**src/rtl/core/affine_vertex_transform_assert.svh**
```systemverilog
// Assertion macros for the affine vertex transform.
// Each macro checks an implication on the rising edge of aclk and is
// switched off while aresetn is low.
`ifndef AFFINE_VERTEX_TRANSFORM_ASSERT_SVH
`define AFFINE_VERTEX_TRANSFORM_ASSERT_SVH

`ifndef NO_ASSERTIONS
// The consequent must hold in the same cycle as the antecedent.
`define AVT_ASSERT_NOW(label, ante, cons) \
    label: assert property (@(posedge aclk) disable iff (!aresetn) (ante) |-> (cons)) \
        else $error("affine_vertex_transform: check failed");
// The consequent must hold in the cycle after the antecedent.
`define AVT_ASSERT_NEXT(label, ante, cons) \
    label: assert property (@(posedge aclk) disable iff (!aresetn) (ante) |=> (cons)) \
        else $error("affine_vertex_transform: check failed");
`else
`define AVT_ASSERT_NOW(label, ante, cons)
`define AVT_ASSERT_NEXT(label, ante, cons)
`endif

`endif

```
**src/rtl/core/avt_pkg.sv**
```systemverilog
package avt_pkg;

    // Fixed-point formats: coordinates and offsets are signed Q12.12,
    // coefficients are signed Q4.12.
    localparam int COORD_W    = 24;
    localparam int COEF_W     = 16;
    localparam int FRAC_SHIFT = 12;
    localparam int NUM_ROWS   = 3;
    localparam int NUM_COLS   = 3;
    localparam int LINEAR_W   = NUM_COLS * COEF_W;
    localparam int PROD_W     = COORD_W + COEF_W;
    // Three products plus the scaled offset need two growth bits.
    localparam int SUM_W      = PROD_W + 2;
    localparam int SHIFT_W    = SUM_W - FRAC_SHIFT;

    // Configuration port.
    localparam int CFG_DATA_W  = LINEAR_W;
    localparam int CFG_INDEX_W = 3;

    localparam logic [CFG_INDEX_W-1:0] REG_ROW0_LINEAR = 3'd0;
    localparam logic [CFG_INDEX_W-1:0] REG_ROW0_OFFSET = 3'd1;
    localparam logic [CFG_INDEX_W-1:0] REG_ROW1_LINEAR = 3'd2;
    localparam logic [CFG_INDEX_W-1:0] REG_ROW1_OFFSET = 3'd3;
    localparam logic [CFG_INDEX_W-1:0] REG_ROW2_LINEAR = 3'd4;
    localparam logic [CFG_INDEX_W-1:0] REG_ROW2_OFFSET = 3'd5;

    // A coefficient of exactly one in Q4.12.
    localparam logic [COEF_W-1:0] COEF_ONE = COEF_W'(1 << FRAC_SHIFT);

    localparam logic signed [COORD_W-1:0] COORD_MAX = {1'b0, {(COORD_W-1){1'b1}}};
    localparam logic signed [COORD_W-1:0] COORD_MIN = {1'b1, {(COORD_W-1){1'b0}}};

    typedef struct packed {
        logic signed [COORD_W-1:0] in_x;
        logic signed [COORD_W-1:0] in_y;
        logic signed [COORD_W-1:0] in_z;
    } avt_in_t;

    typedef struct packed {
        logic signed [COORD_W-1:0] out_x;
        logic signed [COORD_W-1:0] out_y;
        logic signed [COORD_W-1:0] out_z;
        logic                      clipped;
    } avt_out_t;

    typedef struct packed {
        logic        [LINEAR_W-1:0] linear;
        logic signed [COORD_W-1:0]  offset;
    } row_coef_t;

    // Load strobes for the datapath stages.
    typedef struct packed {
        logic ld_mul;
        logic ld_sum;
        logic ld_out;
    } stage_en_t;

endpackage

```
**src/rtl/core/avt_cfg.sv**
```systemverilog
module avt_cfg (
    input  logic                                  aclk,
    input  logic                                  aresetn,
    input  logic                                  cfg_wr_en,
    input  logic [avt_pkg::CFG_INDEX_W-1:0]       cfg_index,
    input  logic [avt_pkg::CFG_DATA_W-1:0]        cfg_wdata,
    output avt_pkg::row_coef_t [avt_pkg::NUM_ROWS-1:0] row_coef
);

    logic        [avt_pkg::LINEAR_W-1:0] linear_reg  [avt_pkg::NUM_ROWS];
    logic        [avt_pkg::LINEAR_W-1:0] linear_next [avt_pkg::NUM_ROWS];
    logic signed [avt_pkg::COORD_W-1:0]  offset_reg  [avt_pkg::NUM_ROWS];
    logic signed [avt_pkg::COORD_W-1:0]  offset_next [avt_pkg::NUM_ROWS];

    always_comb begin
        for (int r = 0; r < avt_pkg::NUM_ROWS; r++) begin
            linear_next[r] = linear_reg[r];
            offset_next[r] = offset_reg[r];
        end
        if (cfg_wr_en) begin
            unique case (cfg_index)
                avt_pkg::REG_ROW0_LINEAR: linear_next[0] = cfg_wdata[avt_pkg::LINEAR_W-1:0];
                avt_pkg::REG_ROW0_OFFSET: offset_next[0] = cfg_wdata[avt_pkg::COORD_W-1:0];
                avt_pkg::REG_ROW1_LINEAR: linear_next[1] = cfg_wdata[avt_pkg::LINEAR_W-1:0];
                avt_pkg::REG_ROW1_OFFSET: offset_next[1] = cfg_wdata[avt_pkg::COORD_W-1:0];
                avt_pkg::REG_ROW2_LINEAR: linear_next[2] = cfg_wdata[avt_pkg::LINEAR_W-1:0];
                avt_pkg::REG_ROW2_OFFSET: offset_next[2] = cfg_wdata[avt_pkg::COORD_W-1:0];
                default: begin
                end
            endcase
        end
    end

    // Reset loads the identity transform.
    always_ff @(posedge aclk) begin
        if (!aresetn) begin
            for (int r = 0; r < avt_pkg::NUM_ROWS; r++) begin
                linear_reg[r] <= avt_pkg::LINEAR_W'(avt_pkg::COEF_ONE) << (r * avt_pkg::COEF_W);
                offset_reg[r] <= '0;
            end
        end else begin
            for (int r = 0; r < avt_pkg::NUM_ROWS; r++) begin
                linear_reg[r] <= linear_next[r];
                offset_reg[r] <= offset_next[r];
            end
        end
    end

    always_comb begin
        for (int r = 0; r < avt_pkg::NUM_ROWS; r++) begin
            row_coef[r].linear = linear_reg[r];
            row_coef[r].offset = offset_reg[r];
        end
    end

endmodule

```
**config.mk**
```make
export PLATFORM = sky130hd
export DESIGN_NAME = avt_cfg
export DESIGN_NICKNAME = d
export VERILOG_FILES = /design/src/rtl/core/affine_vertex_transform_assert.svh /design/src/rtl/core/avt_pkg.sv /design/src/rtl/core/avt_cfg.sv
export SDC_FILE = /design/constraint.sdc
export NUM_CORES = 1
export LEC_CHECK = 0
export ABC_AREA = 1
export ABC_CLOCK_PERIOD_IN_PS = 3730
export BUFFER_PORTS_ARGS = -buffer_cell sky130_fd_sc_hd__buf_2
export CAP_MARGIN = 15
export CORE_AREA = 5 5 139 141
export CTS_CLUSTER_SIZE = 20
export DETAILED_ROUTE_END_ITERATION = 16
export DIE_AREA = 0 0 144 146
export PLACE_DENSITY = 0.74
export SYNTH_ARGS = -nofsm -noshare
export SYNTH_HDL_FRONTEND = slang
export SYNTH_SLANG_ARGS = --single-unit
```
**constraint.sdc**
```tcl
create_clock -name aclk -period 3.73 [get_ports aclk]
set_clock_uncertainty 0.2 [all_clocks]
set_input_delay 0.746 -clock aclk [delete_from_list [all_inputs] [get_ports aclk]]
set_output_delay 0.746 -clock aclk [all_outputs]
set_load 0.02 [all_outputs]
```
# ---- Word level (Yosys, flattened, before mapping)
# Memories as Yosys holds them, arrays and structs flattened.
# Cells that the tools add are included.
dict set report word_totals {
  ff_bits 0
  ramBits 216
  input_bits 54
  out_inout_bits 216
  word_cells 30
  memories 2
}
# name words width read_ports rd_clocked_by_memory_dff wr line_no
set memory_table {}
lappend memory_table {linear_reg 3 48 3 0 3 avt_cfg.sv:10} ;# logic [avt_pkg::LINEAR_W-1:0] linear_reg [avt_pkg::NUM_ROWS];
lappend memory_table {offset_reg 3 24 3 0 3 avt_cfg.sv:12} ;# logic signed [avt_pkg::COORD_W-1:0] offset_reg [avt_pkg::NUM_ROWS];
dict set report classes {
  eq_ne 5
  mux 16
  n_bitwise 6
  n_reduce_logical 1
}
# op n
set op_table {}
lappend op_table {{48-bit 2-to-1 mux} 6}
lappend op_table {{144-bit 2-to-1 mux} 1}
lappend op_table {{24-bit 2-to-1 mux} 6}
lappend op_table {{72-bit 2-to-1 mux} 1}
lappend op_table {{3-bit by 2-bit == test with 1-bit output (second input constant)} 2}
lappend op_table {{3-bit == test (second input constant)} 2}
lappend op_table {{1-bit OR} 6}
lappend op_table {{3-bit by 1-bit == test with 1-bit output (second input constant)} 1}
lappend op_table {{3-bit logical NOT} 1}
lappend op_table {{1-bit 2-to-1 mux} 2}

# ---- Longest topological paths before layout
dict set report depth {
  depth_word 4
  ltp_mapped 7
  mapped_depth_nobuf 5
}

# ---- Worst setup path before layout
# No wires, ideal clock.
dict set report synth_timing {
  path_type {input to register}
  from {input port cfg_wr_en}
  to {memory linear_reg[0][64] in the netlist's numbering}
  setup_time_ns 0.113
  arrival_ns 1.531
  t_required_ns 3.417
  setup_slack_ns 1.885
  path_stages 7
  n_path_buf 2
  path_cell_list {inv_1 -> nor2_2 -> buf_2 -> buf_2 -> nand3_1 -> nand2_1 -> nor2_1}
}
# element line_no
set synth_lines {}
lappend synth_lines {{from (decl)} avt_cfg.sv:4} ;# input logic cfg_wr_en,
lappend synth_lines {{to (decl)} avt_cfg.sv:10}

==> impl_metrics.tcl <==
set metrics [dict create \
    outcome "finished, final reports clean" \
    grt_max_degree 91 \
    drt-vias-per-instance 5.030 \
    endpoint_kind "flip-flop" \
    ctsResizeCount 0 \
    cts_made_buffers 23 \
    cts_root_buf "clkbuf_16" \
    io_pins 270 \
    setup_tns_ns 0 \
    postSynthAreaPerCell_sq_um 6.856 \
    vias 8592 \
    clk-insertion-delay-late_ns 0.50 \
    post-cts-setup-buffer-count 0 \
    drtAntennaViolNets 0 \
    grt_pass1_wl_microns 42970 \
    syn_nets 1292 \
    dieArea_sq_um 21020 \
    io_buffers 269 \
    critPathLaunchType "input pin" \
    hold_buffers 0 \
    detail_route.wl_per_cell_microns 16.05 \
    final_layout_size_suffix_gt1_share_pct 23.06 \
    hold_class "in2reg" \
    worstMarginPinSlew_ns 0.8223 \
    synthArstFlopShare_pct 0 \
    yosysMostFrequentCell "nor2_1" \
    instances_no_fill 1708 \
    drv_slew 0 \
    hpwl_microns 18180 \
    clockBufferDepth 3 \
    rows 49 \
    synth.distinct_cells 12 \
    die_w_microns 144 \
    largest_register_ffs 144 \
    period_needed_ns 2.070 \
    setup_viol 0 \
    synth_area_leaders "dfxtp_1 51%, nor2_1 19%, nand3_1 13%, nand2_1 10%, inv_1 2.3%" \
    peakVddDrop_v 0.0003495 \
    place.gp.congestion 0.8325 \
    routed_wl_microns 27410 \
    syn_area_sq_um 8488 \
    coreArea_sq_um 17840 \
    synthFlopType "dfxtp_1" \
    p_per_area_nw_per_um2 512.5 \
    synthTopCellsByCount "435 x nor2_1, 226 x nand2_1, 216 x dfxtp_1, 216 x nand3_1, 51 x inv_1" \
    yosys_warnings 0 \
    syn-instance-count 1238 \
    fmax_mhz 483.1 \
    start_util_pct 47.58 \
    cts_tree "done" \
    clkSinkCount 216 \
    rsz0062_at_grt "no" \
    path_clk_slew_ns 0.06 \
    antenna_found_initial 0 \
    drt_iter0_drc 594 \
    synth_edf_count 0 \
    maxCapViolCount 0 \
    critPathRequiredTime_ns 3.97 \
    drc_errors 0 \
    synth_seq_area_share_pct 50.94 \
    syn2layout_area_growth_pct 27.65 \
    fp.dieH_microns 146 \
    grt_remaining_overflow 0 \
    arrival_ns 2.31 \
    p_leak_nw 5.446 \
    yosys.area.top_type_share_pct 50.94 \
    ys_ff_latch 216 \
    final_hold_viol_count 0 \
    htreeDepth 1 \
    grt_pass1_vias 8208 \
    fin_crit_sh_pct 55.49 \
    fill_cells 1698 \
    crit_type "in2reg" \
    synth_top_area_cell "dfxtp_1" \
    n_antenna_cell 0 \
    cp_max_fo 25 \
    track_usage_pct 24.93 \
    first_pass_iters 5 \
    dp_cells 1668 \
    slew_headroom_pct 45.12 \
    nets 1518 \
]
## where the power goes
part	switching, mW	total (mW)	internal, mW
logic	0.427	0.614	0.187
clock network	0.933	2.50	1.57
registers	0.0453	2.43	2.39
## logic make-up (layout without fill, tap and decap cells)
group	Yosys count	after routing	share of synthesized area, %
buf+inv	143	384	6.957
flops	216	216	50.94
simple gates	878	878	42.04
compound gates	1	1	0.05891
## metal layers
layer  vias to the layer above  wire length (microns)  global-route usage [%]
li1                       4277                      -                       -
met1                      3881                  11320                   33.35
met2                       381                  12270                   39.18
met3                        53                   3108                   7.000
met4                         0                    711                   7.439
met5                         -                      0                       0
## through the flow
stage,worst slack [ns],hold slack (ns),instance area (sq um),power (mW),util (%)
3_5_place_dp,1.126,0.2661,10000,3.095,56.08
5_1_grt,1.559,0.2764,10840,5.755,60.73
2_1_floorplan,1.885,0.3516,8488,2.874,-
3_3_place_gp,1.229,0.2529,10000,3.085,56.08
4_1_cts,1.651,0.2408,10840,5.587,60.73
6_report,1.660,0.2616,10840,5.553,60.73
## placed cells by master, fill, tap and decap left out, drive strengths merged
master / count
nor2: 436
buf: 290
nand2: 226
nand3: 216
dfxtp: 216
inv: 55
clkbuf: 30
bufinv: 5
clkinv: 4
o21ai: 1
## final cells by class
cell class	count	area (sq um)	share of cell area (%)
inverter	54	202.7	1.871
timing repair buffer	290	1560	14.40
clock buffer	30	651.9	6.016
clock inverter	10	178.9	1.651
sequential	216	4324	39.91
tap	229	286.5	2.644
multi-input combinational	879	3631	33.51
## critical path, stage by stage
cell and delay, ns:
buf_2 0.16, inv_2 0.10, nand2_1 0.16, nor2_4 0.58, buf_4 0.39, nor2_1 0.07
nor2_1 0.10
## path summary, 6_finish.rpt
check	start	depth (start not counted)	end	slack, ns
worst max-delay path	cfg_index[0]	7	linear_reg[0][137]$_SDFFE_PN0P_	1.66
worst min-delay path	cfg_wdata[12]	3	linear_reg[0][12]$_SDFFE_PN1P_	0.26
worst max register to register	linear_reg[0][140]$_SDFFE_PN1P_	2	linear_reg[0][140]$_SDFFE_PN1P_	2.78
worst min register to register	offset_reg[0][21]$_SDFFE_PN0P_	2	offset_reg[0][21]$_SDFFE_PN0P_	0.27
(Power assumes the default switching activity.)
