## src/rtl/core/affine_vertex_transform_assert.svh

```systemverilog
// Assertion macros for the affine vertex transform.
// Each macro checks an implication on the rising edge of aclk and is
// switched off while aresetn is low.
`ifndef AFFINE_VERTEX_TRANSFORM_ASSERT_SVH
`define AFFINE_VERTEX_TRANSFORM_ASSERT_SVH

`ifndef NO_ASSERTIONS
// The consequent must hold in the same cycle as the antecedent.
`define AVT_ASSERT_NOW(label, ante, cons) \
    label: assert property (@(posedge aclk) disable iff (!aresetn) (ante) |-> (cons)) \
        else $error("affine_vertex_transform: check failed");
// The consequent must hold in the cycle after the antecedent.
`define AVT_ASSERT_NEXT(label, ante, cons) \
    label: assert property (@(posedge aclk) disable iff (!aresetn) (ante) |=> (cons)) \
        else $error("affine_vertex_transform: check failed");
`else
`define AVT_ASSERT_NOW(label, ante, cons)
`define AVT_ASSERT_NEXT(label, ante, cons)
`endif

`endif

```

## src/rtl/core/avt_pkg.sv

```systemverilog
package avt_pkg;

    // Fixed-point formats: coordinates and offsets are signed Q12.12,
    // coefficients are signed Q4.12.
    localparam int COORD_W    = 24;
    localparam int COEF_W     = 16;
    localparam int FRAC_SHIFT = 12;
    localparam int NUM_ROWS   = 3;
    localparam int NUM_COLS   = 3;
    localparam int LINEAR_W   = NUM_COLS * COEF_W;
    localparam int PROD_W     = COORD_W + COEF_W;
    // Three products plus the scaled offset need two growth bits.
    localparam int SUM_W      = PROD_W + 2;
    localparam int SHIFT_W    = SUM_W - FRAC_SHIFT;

    // Configuration port.
    localparam int CFG_DATA_W  = LINEAR_W;
    localparam int CFG_INDEX_W = 3;

    localparam logic [CFG_INDEX_W-1:0] REG_ROW0_LINEAR = 3'd0;
    localparam logic [CFG_INDEX_W-1:0] REG_ROW0_OFFSET = 3'd1;
    localparam logic [CFG_INDEX_W-1:0] REG_ROW1_LINEAR = 3'd2;
    localparam logic [CFG_INDEX_W-1:0] REG_ROW1_OFFSET = 3'd3;
    localparam logic [CFG_INDEX_W-1:0] REG_ROW2_LINEAR = 3'd4;
    localparam logic [CFG_INDEX_W-1:0] REG_ROW2_OFFSET = 3'd5;

    // A coefficient of exactly one in Q4.12.
    localparam logic [COEF_W-1:0] COEF_ONE = COEF_W'(1 << FRAC_SHIFT);

    localparam logic signed [COORD_W-1:0] COORD_MAX = {1'b0, {(COORD_W-1){1'b1}}};
    localparam logic signed [COORD_W-1:0] COORD_MIN = {1'b1, {(COORD_W-1){1'b0}}};

    typedef struct packed {
        logic signed [COORD_W-1:0] in_x;
        logic signed [COORD_W-1:0] in_y;
        logic signed [COORD_W-1:0] in_z;
    } avt_in_t;

    typedef struct packed {
        logic signed [COORD_W-1:0] out_x;
        logic signed [COORD_W-1:0] out_y;
        logic signed [COORD_W-1:0] out_z;
        logic                      clipped;
    } avt_out_t;

    typedef struct packed {
        logic        [LINEAR_W-1:0] linear;
        logic signed [COORD_W-1:0]  offset;
    } row_coef_t;

    // Load strobes for the datapath stages.
    typedef struct packed {
        logic ld_mul;
        logic ld_sum;
        logic ld_out;
    } stage_en_t;

endpackage

```

## src/rtl/core/avt_row.sv

```systemverilog
module avt_row (
    input  logic                              aclk,
    input  avt_pkg::stage_en_t                en,
    input  avt_pkg::row_coef_t                coef,
    input  avt_pkg::avt_in_t                  vtx,
    output logic signed [avt_pkg::COORD_W-1:0] coord,
    output logic                              sat
);

    logic signed [avt_pkg::COORD_W-1:0] vcoord    [avt_pkg::NUM_COLS];
    logic signed [avt_pkg::PROD_W-1:0]  prod_next [avt_pkg::NUM_COLS];
    logic signed [avt_pkg::PROD_W-1:0]  prod_reg  [avt_pkg::NUM_COLS];
    logic signed [avt_pkg::SUM_W-1:0]   offset_scaled;
    logic signed [avt_pkg::SUM_W-1:0]   sum_next;
    logic signed [avt_pkg::SUM_W-1:0]   sum_reg;
    logic signed [avt_pkg::SUM_W-1:0]   shifted;
    logic [avt_pkg::SHIFT_W-avt_pkg::COORD_W:0] upper;
    logic                               ovf;
    logic signed [avt_pkg::COORD_W-1:0] coord_next;
    logic signed [avt_pkg::COORD_W-1:0] coord_reg;
    logic                               sat_next;
    logic                               sat_reg;

    assign vcoord[0] = vtx.in_x;
    assign vcoord[1] = vtx.in_y;
    assign vcoord[2] = vtx.in_z;

    // Stage 1: one signed multiply per column.
    always_comb begin
        for (int c = 0; c < avt_pkg::NUM_COLS; c++) begin
            prod_next[c] = vcoord[c] *
                $signed(coef.linear[c*avt_pkg::COEF_W +: avt_pkg::COEF_W]);
        end
    end

    always_ff @(posedge aclk) begin
        if (en.ld_mul) begin
            for (int c = 0; c < avt_pkg::NUM_COLS; c++) begin
                prod_reg[c] <= prod_next[c];
            end
        end
    end

    // Stage 2: exact sum with the offset moved up to 24 fraction bits.
    assign offset_scaled = $signed({
        {(avt_pkg::SUM_W-avt_pkg::COORD_W-avt_pkg::FRAC_SHIFT){coef.offset[avt_pkg::COORD_W-1]}},
        coef.offset,
        {avt_pkg::FRAC_SHIFT{1'b0}}});

    assign sum_next = avt_pkg::SUM_W'(prod_reg[0]) + avt_pkg::SUM_W'(prod_reg[1])
                    + avt_pkg::SUM_W'(prod_reg[2]) + offset_scaled;

    always_ff @(posedge aclk) begin
        if (en.ld_sum) begin
            sum_reg <= sum_next;
        end
    end

    // Stage 3: arithmetic shift floors; saturate when the bits above the
    // coordinate's sign bit disagree with it.
    assign shifted = sum_reg >>> avt_pkg::FRAC_SHIFT;
    assign upper   = shifted[avt_pkg::SHIFT_W-1:avt_pkg::COORD_W-1];
    assign ovf     = !((&upper) || !(|upper));

    always_comb begin
        sat_next = ovf;
        if (!ovf) begin
            coord_next = shifted[avt_pkg::COORD_W-1:0];
        end else if (shifted[avt_pkg::SHIFT_W-1]) begin
            coord_next = avt_pkg::COORD_MIN;
        end else begin
            coord_next = avt_pkg::COORD_MAX;
        end
    end

    always_ff @(posedge aclk) begin
        if (en.ld_out) begin
            coord_reg <= coord_next;
            sat_reg   <= sat_next;
        end
    end

    assign coord = coord_reg;
    assign sat   = sat_reg;

endmodule

```

## config.mk

```make
export PLATFORM = sky130hd
export DESIGN_NAME = avt_row
export DESIGN_NICKNAME = d
export VERILOG_FILES = /design/src/rtl/core/affine_vertex_transform_assert.svh /design/src/rtl/core/avt_pkg.sv /design/src/rtl/core/avt_row.sv
export SDC_FILE = /design/constraint.sdc
export NUM_CORES = 2
export LEC_CHECK = 0
export ABC_AREA = 1
export BUFFER_PORTS_ARGS = -buffer_cell sky130_fd_sc_hd__buf_4
export CORE_MARGIN = 1.5
export CORE_UTILIZATION = 61
export DETAILED_ROUTE_END_ITERATION = 6
export GPL_TIMING_DRIVEN = 0
export PLACE_DENSITY = 0.81
export SYNTH_ARGS = -nofsm -noshare
export SYNTH_HDL_FRONTEND = slang
export SYNTH_SLANG_ARGS = --single-unit
export TNS_END_PERCENT = 100
```

## constraint.sdc

```tcl
create_clock -name aclk -period 6.2 [get_ports aclk]
set_input_delay 0 -clock aclk [delete_from_list [all_inputs] [get_ports aclk]]
set_output_delay 0 -clock aclk [all_outputs]
set_load 0.005 [all_outputs]
```

## Word-level counts from Yosys, hierarchy flattened

Memory sizes are Yosys's and may differ from the RTL's.
Index checks and enable logic that the tools add are counted.

| word-level totals | value |
|---|---|
| output and inout bits | 25 |
| bits in registers | 67 |
| bits in latches | 0 |
| memories kept | 1 |
| bits in writable memories | 120 |
| memory bits (read-only) | 0 |

| operators by class | value |
|---|---|
| $mul | 3 |
| bitwise logic cells | 0 |
| muxes and demuxes | 4 |
| $add $sub $neg | 3 |
| equal/unequal tests | 0 |
| div/mod/pow operators | 0 |
| reduce and logical (&&, ||, !) cells | 5 |
| magnitude comparators | 0 |
| shift operators | 0 |

Memories:

| memory | depth | width | read ports | clocked after memory_dff | write ports | RTL line | text |
|---|---|---|---|---|---|---|---|
| prod_reg | 3 | 40 | 3 | 0 | 3 | avt_row.sv:12 | `logic signed [avt_pkg::PROD_W-1:0] prod_reg [avt_pkg::NUM_COLS];` |

Operators by type and width:

| operator | number |
|---|---|
| multiplier 24 x 16 -> 40 bit | 3 |
| 2-to-1 mux 24 bit | 2 |
| adder 41 x 40 -> 42 bit | 1 |
| adder 42 x 36 -> 42 bit | 1 |
| adder 40 x 40 -> 41 bit | 1 |
| AND reduction 7 bit | 1 |
| OR reduction 7 bit | 1 |
| logical NOT 1 bit | 2 |
| 2-to-1 mux 1 bit | 2 |
| logical OR 1 bit | 1 |

## Depth between registers and ports, before layout

| logic depth | value |
|---|---|
| depth in word-level cells | 4 |
| gate-level depth with buffers | 29 |
| depth with buffers taken out | 27 |

## Worst setup path after synthesis

OpenSTA, ideal clock, no wires.

| path | value |
|---|---|
| path kind | input-to-reg |
| start | input port vtx[14] (netlist name) |
| end | memory prod_reg[0][113] (netlist name) (data pin) |
| data required time | 5948 ps |
| stages | 24 |
| arrival | 4958 ps |
| setup time | 252 ps |
| buffers on the path | 2 |
| slack | 990 ps |
| cell sequence | clkbuf_1 clkbuf_1 nand2_1 fa_1 inv_1 fa_1 inv_1 fa_1 inv_1 fa_1 fa_1 inv_1 fa_1 inv_1 ha_1 nand2_1 nor2_1 inv_1 nor3_1 nand2_1 nand2_1 nand3_1 nand3_1 nand2_1 |

RTL lines:

| what | RTL line | text |
|---|---|---|
| start, declared | avt_row.sv:5 | `input avt_pkg::avt_in_t vtx,` |
| end, declared | avt_row.sv:12 |  |

==> reports/results.tsv <==
stage	metric	value	unit
status	status	complete, but fails checks	
clock_tree	clock tree sinks	175	
clock_tree	Root Driver	clkbuf_16	
worst_setup_path	WP buf/inv	5	
logic_synthesis	distinct cell type count after synthesis	34	
logic_synthesis	Synth Net Count	8432	
logic_synthesis	Synth Area in Adders	0.521	
timing	final hold violation count	0	
timing	Worst Skew	0.0147	ns
timing	Worst Tran Pin Value	0.959	ns
timing	Final Setup Violations	0	
floorplanning	die area	90200	um2
placement	DP Area	56300	um2
global_routing	largest net degree at the start of global routing	92	
placement	IO buf count	119	
route	wire per inst	19.3	um
worst_setup_path	Slowest Stage Delay on Critical Path	0.80	ns
logic_synthesis	Commonest cells post-synth	2,029 x inv_1, 1,706 x nand2_1, 1,190 x fa_1, 343 x ha_1, 328 x nor2_1	
floorplanning	Chip Height	300	um
route	Via Count	44100	
clock_tree	post-CTS setup buffers	0	
timing	RSZ-0062 raised after global routing	no	
worst_setup_path	crit path capture type	flip-flop	
timing	Achievable Freq	166	MHz
worst_setup_path	Worst path slowest cell	fa_1	
worst_setup_path	Crit path max-delay family	adder cells	
global_routing	grt ovf	0	
logic_synthesis	ranking of synthesized cells by area	fa_1 44%, inv_1 14%, nand2_1 12%	
global_routing	vias in the first global route	45200	
finish	max FFs per register	120	
placement	GP Congestion	1.04	
logic_synthesis	FF+latch count, synth	175	
floorplanning	die span in x	300	um
logic_synthesis	Synth area leader	fa_1	
route	DRC violations left	4	
placement	Post-DP HPWL	135000	um
finish	multi-input combinational cell area	40200	um2
clock_tree	Num CTS Buffers	17	
clock_tree	CTS H-tree lvls	4	
clock_tree	TritonCTS clock tree	done	
logic_synthesis	Cells after Synth	6751	
clock_tree	Reg clk slew, reported paths	0.08	ns
logic_synthesis	EDFF count, synth	175	
worst_setup_path	CP Class	in -> reg	
logic_synthesis	Synth Area in Simple Gates	0.168	
route	starting DRC count in detailed routing	4538	
timing	Relative slew margins	0.360	
timing	fin. max-slew vios	0	
logic_synthesis	Synth Area in XOR/XNOR	0.0179	
route	Total Routed Length	155000	um
timing	hold_ws	0.0295	ns
status	failing checks	DRC	
floorplanning	CORE AREA	87200	um2
logic_synthesis	Yosys top cell area share	0.442	
finish	fraction of layout cells with a size suffix above 1	0.0298	
worst_setup_path	CP Launch Type	input pin	
worst_hold_path	HP Class	in -> reg	
finish	fillcell total	7297	
logic_synthesis	Seq/Total Area, Yosys	0.0974	
timing	minimum clock period	6.03	ns
flow_run	Max-Cap Viols	0	
finish	P&R area growth vs syn	5.59	%
timing	fin crit share	0.973	
finish	Nets	8574	
worst_setup_path	CP required	6.40	ns
worst_setup_path	CP most frequent cell	fa_1	
route	Via density	5.47	
finish	register area	5260	um2
logic_synthesis	ys flop type	edfxtp_1	
timing	Fin Setup TNS	0	ns
global_routing	initial antenna violation count	0	
clock_tree	Clk Latency, worst-skew pair	0.45	ns
route	Routed Antenna Nets	0	
logic_synthesis	top-count cell post-synth	inv_1	
worst_setup_path	CP max FO	10	
logic_synthesis	largest family of logic cells by synthesized area	adder cells	
floorplanning	Initial Utilization	0.619	
logic_synthesis	cell area after synthesis	53900	um2
logic_synthesis	synth warn	0	
worst_setup_path	Worst EP arrival	6.23	ns
floorplanning	I/O pin cnt	173	
logic_synthesis	post-synthesis async set-or-reset flop share	0	
logic_synthesis	proportion of synthesized area in mux cells	0	
route	drt pass-1 iters	7	
global_routing	global-route wire length before repair	244000	um
clock_tree	CTS max path bufs	2	
worst_setup_path	crit path cell chain	buf_4, clkbuf_1, nand2_1, fa_1, inv_1, fa_1, fa_1, fa_1, inv_1, fa_1, inv_1, fa_1, ha_1, nand2_1, nor2_1, nand2_1, nor2_1, nand4_1, nand4_1, nand2_1	
floorplanning	Cell Rows	108	
global_routing	Total GRT Usage	0.355	
logic_synthesis	Syn Area/Cell	7.99	um2
logic_synthesis	Compound-Gate Fraction of Synth Area	0.0384	
finish	Final Instance Area	56900	um2
## timing repair
| item | 4_1_cts | 5_1_grt |
|---|---|---|
| gates resized for setup | 0 | 20 |
| setup endpoints to repair | 0 | 14 |
| endpoints found under the hold margin | 76 | 0 |
| hold buffers | 3 | 0 |
## layout by cell type, fill, tap and decap left out, drive strengths merged, types with 2 or more instances in the layout
master,Yosys,routed
inv,2029,2036
nand2,1714,1714
fa,1190,1190
ha,343,343
nor2,331,331
clkbuf,226,243
a21oi,190,190
edfxtp,175,175
o21ai,161,161
nand3,129,129
buf,2,122
xor2,78,78
nand4,41,41
xnor2,32,32
or2,24,24
nor3,22,22
o21bai,12,12
a21o,11,11
nand3b,10,10
a31oi,10,10
nor4,9,9
o21a,5,5
clkinv,0,5
dlygate4sd3,0,3
a21boi,2,2
and3,2,2
clkinvlp,0,2
## tightest hold or removal path, delay by kind of cell
| family | cells | cell delay (ns) |
|---|---|---|
| simple gates | 1 | 0.12 |
| buf+inv | 2 | 0.23 |
## routing by layer
| metal | wire [um] | share of wire | vias to the layer above | global-route usage |
|---|---|---|---|---|
| met1 | 60800 | 0.39 | 21500 | 0.493 |
| met3 | 20700 | 0.13 | 432 | 0.103 |
| li1 | - | - | 19600 | - |
| met5 | 99 | 0.00064 | - | 0.00741 |
| met4 | 5640 | 0.036 | 2 | 0.109 |
| met2 | 68000 | 0.44 | 2563 | 0.543 |
## metrics by stage
| step | instances | setup slack [ns] | util |
|---|---|---|---|
| floorplan | 6751 | 0.990 | - |
| global placement | 8025 | -0.231 | 0.646 |
| detailed placement | 8026 | -0.220 | 0.646 |
| CTS | 8061 | 0.242 | 0.653 |
| global route | 8061 | 0.00473 | 0.653 |
| finish | 8062 | 0.168 | 0.653 |
## final timing paths
| kind | startpoint | to | slack, ns | cells past startpoint |
|---|---|---|---|---|
| worst max-delay path | coef[60] | prod_reg[0][118] | 0.17 | 20 |
| worst min register to register | sum_reg[31] | coord[19] | 0.59 | 2 |
| worst min-delay path | coef[24] | prod_reg[0][0] | 0.03 | 3 |
| worst max register to register | prod_reg[0][13] | sum_reg[31] | 2.85 | 10 |
## kinds of logic after synthesis
kind of cell	after synthesis
flip-flops	175
XOR/XNOR	110
AO/OA/AOI/OAI	392
adder cells (fa/ha/maj)	1533
buffers and inverters	2257
AND/OR/NAND/NOR	2284
## cell type report
type,instances,share of cell area
multi-input combinational,4319,0.706
inverter,2029,0.134
sequential,175,0.0923
tap,1155,0.0254
timing repair buffer,123,0.0168
buffer,228,0.0153
clock buffer,17,0.00747
clock inverter,15,0.00303
antenna,1,0.0000439
Power is not shown: default switching activity piles up to over one toggle a cycle in this logic, so the estimate is an artifact.
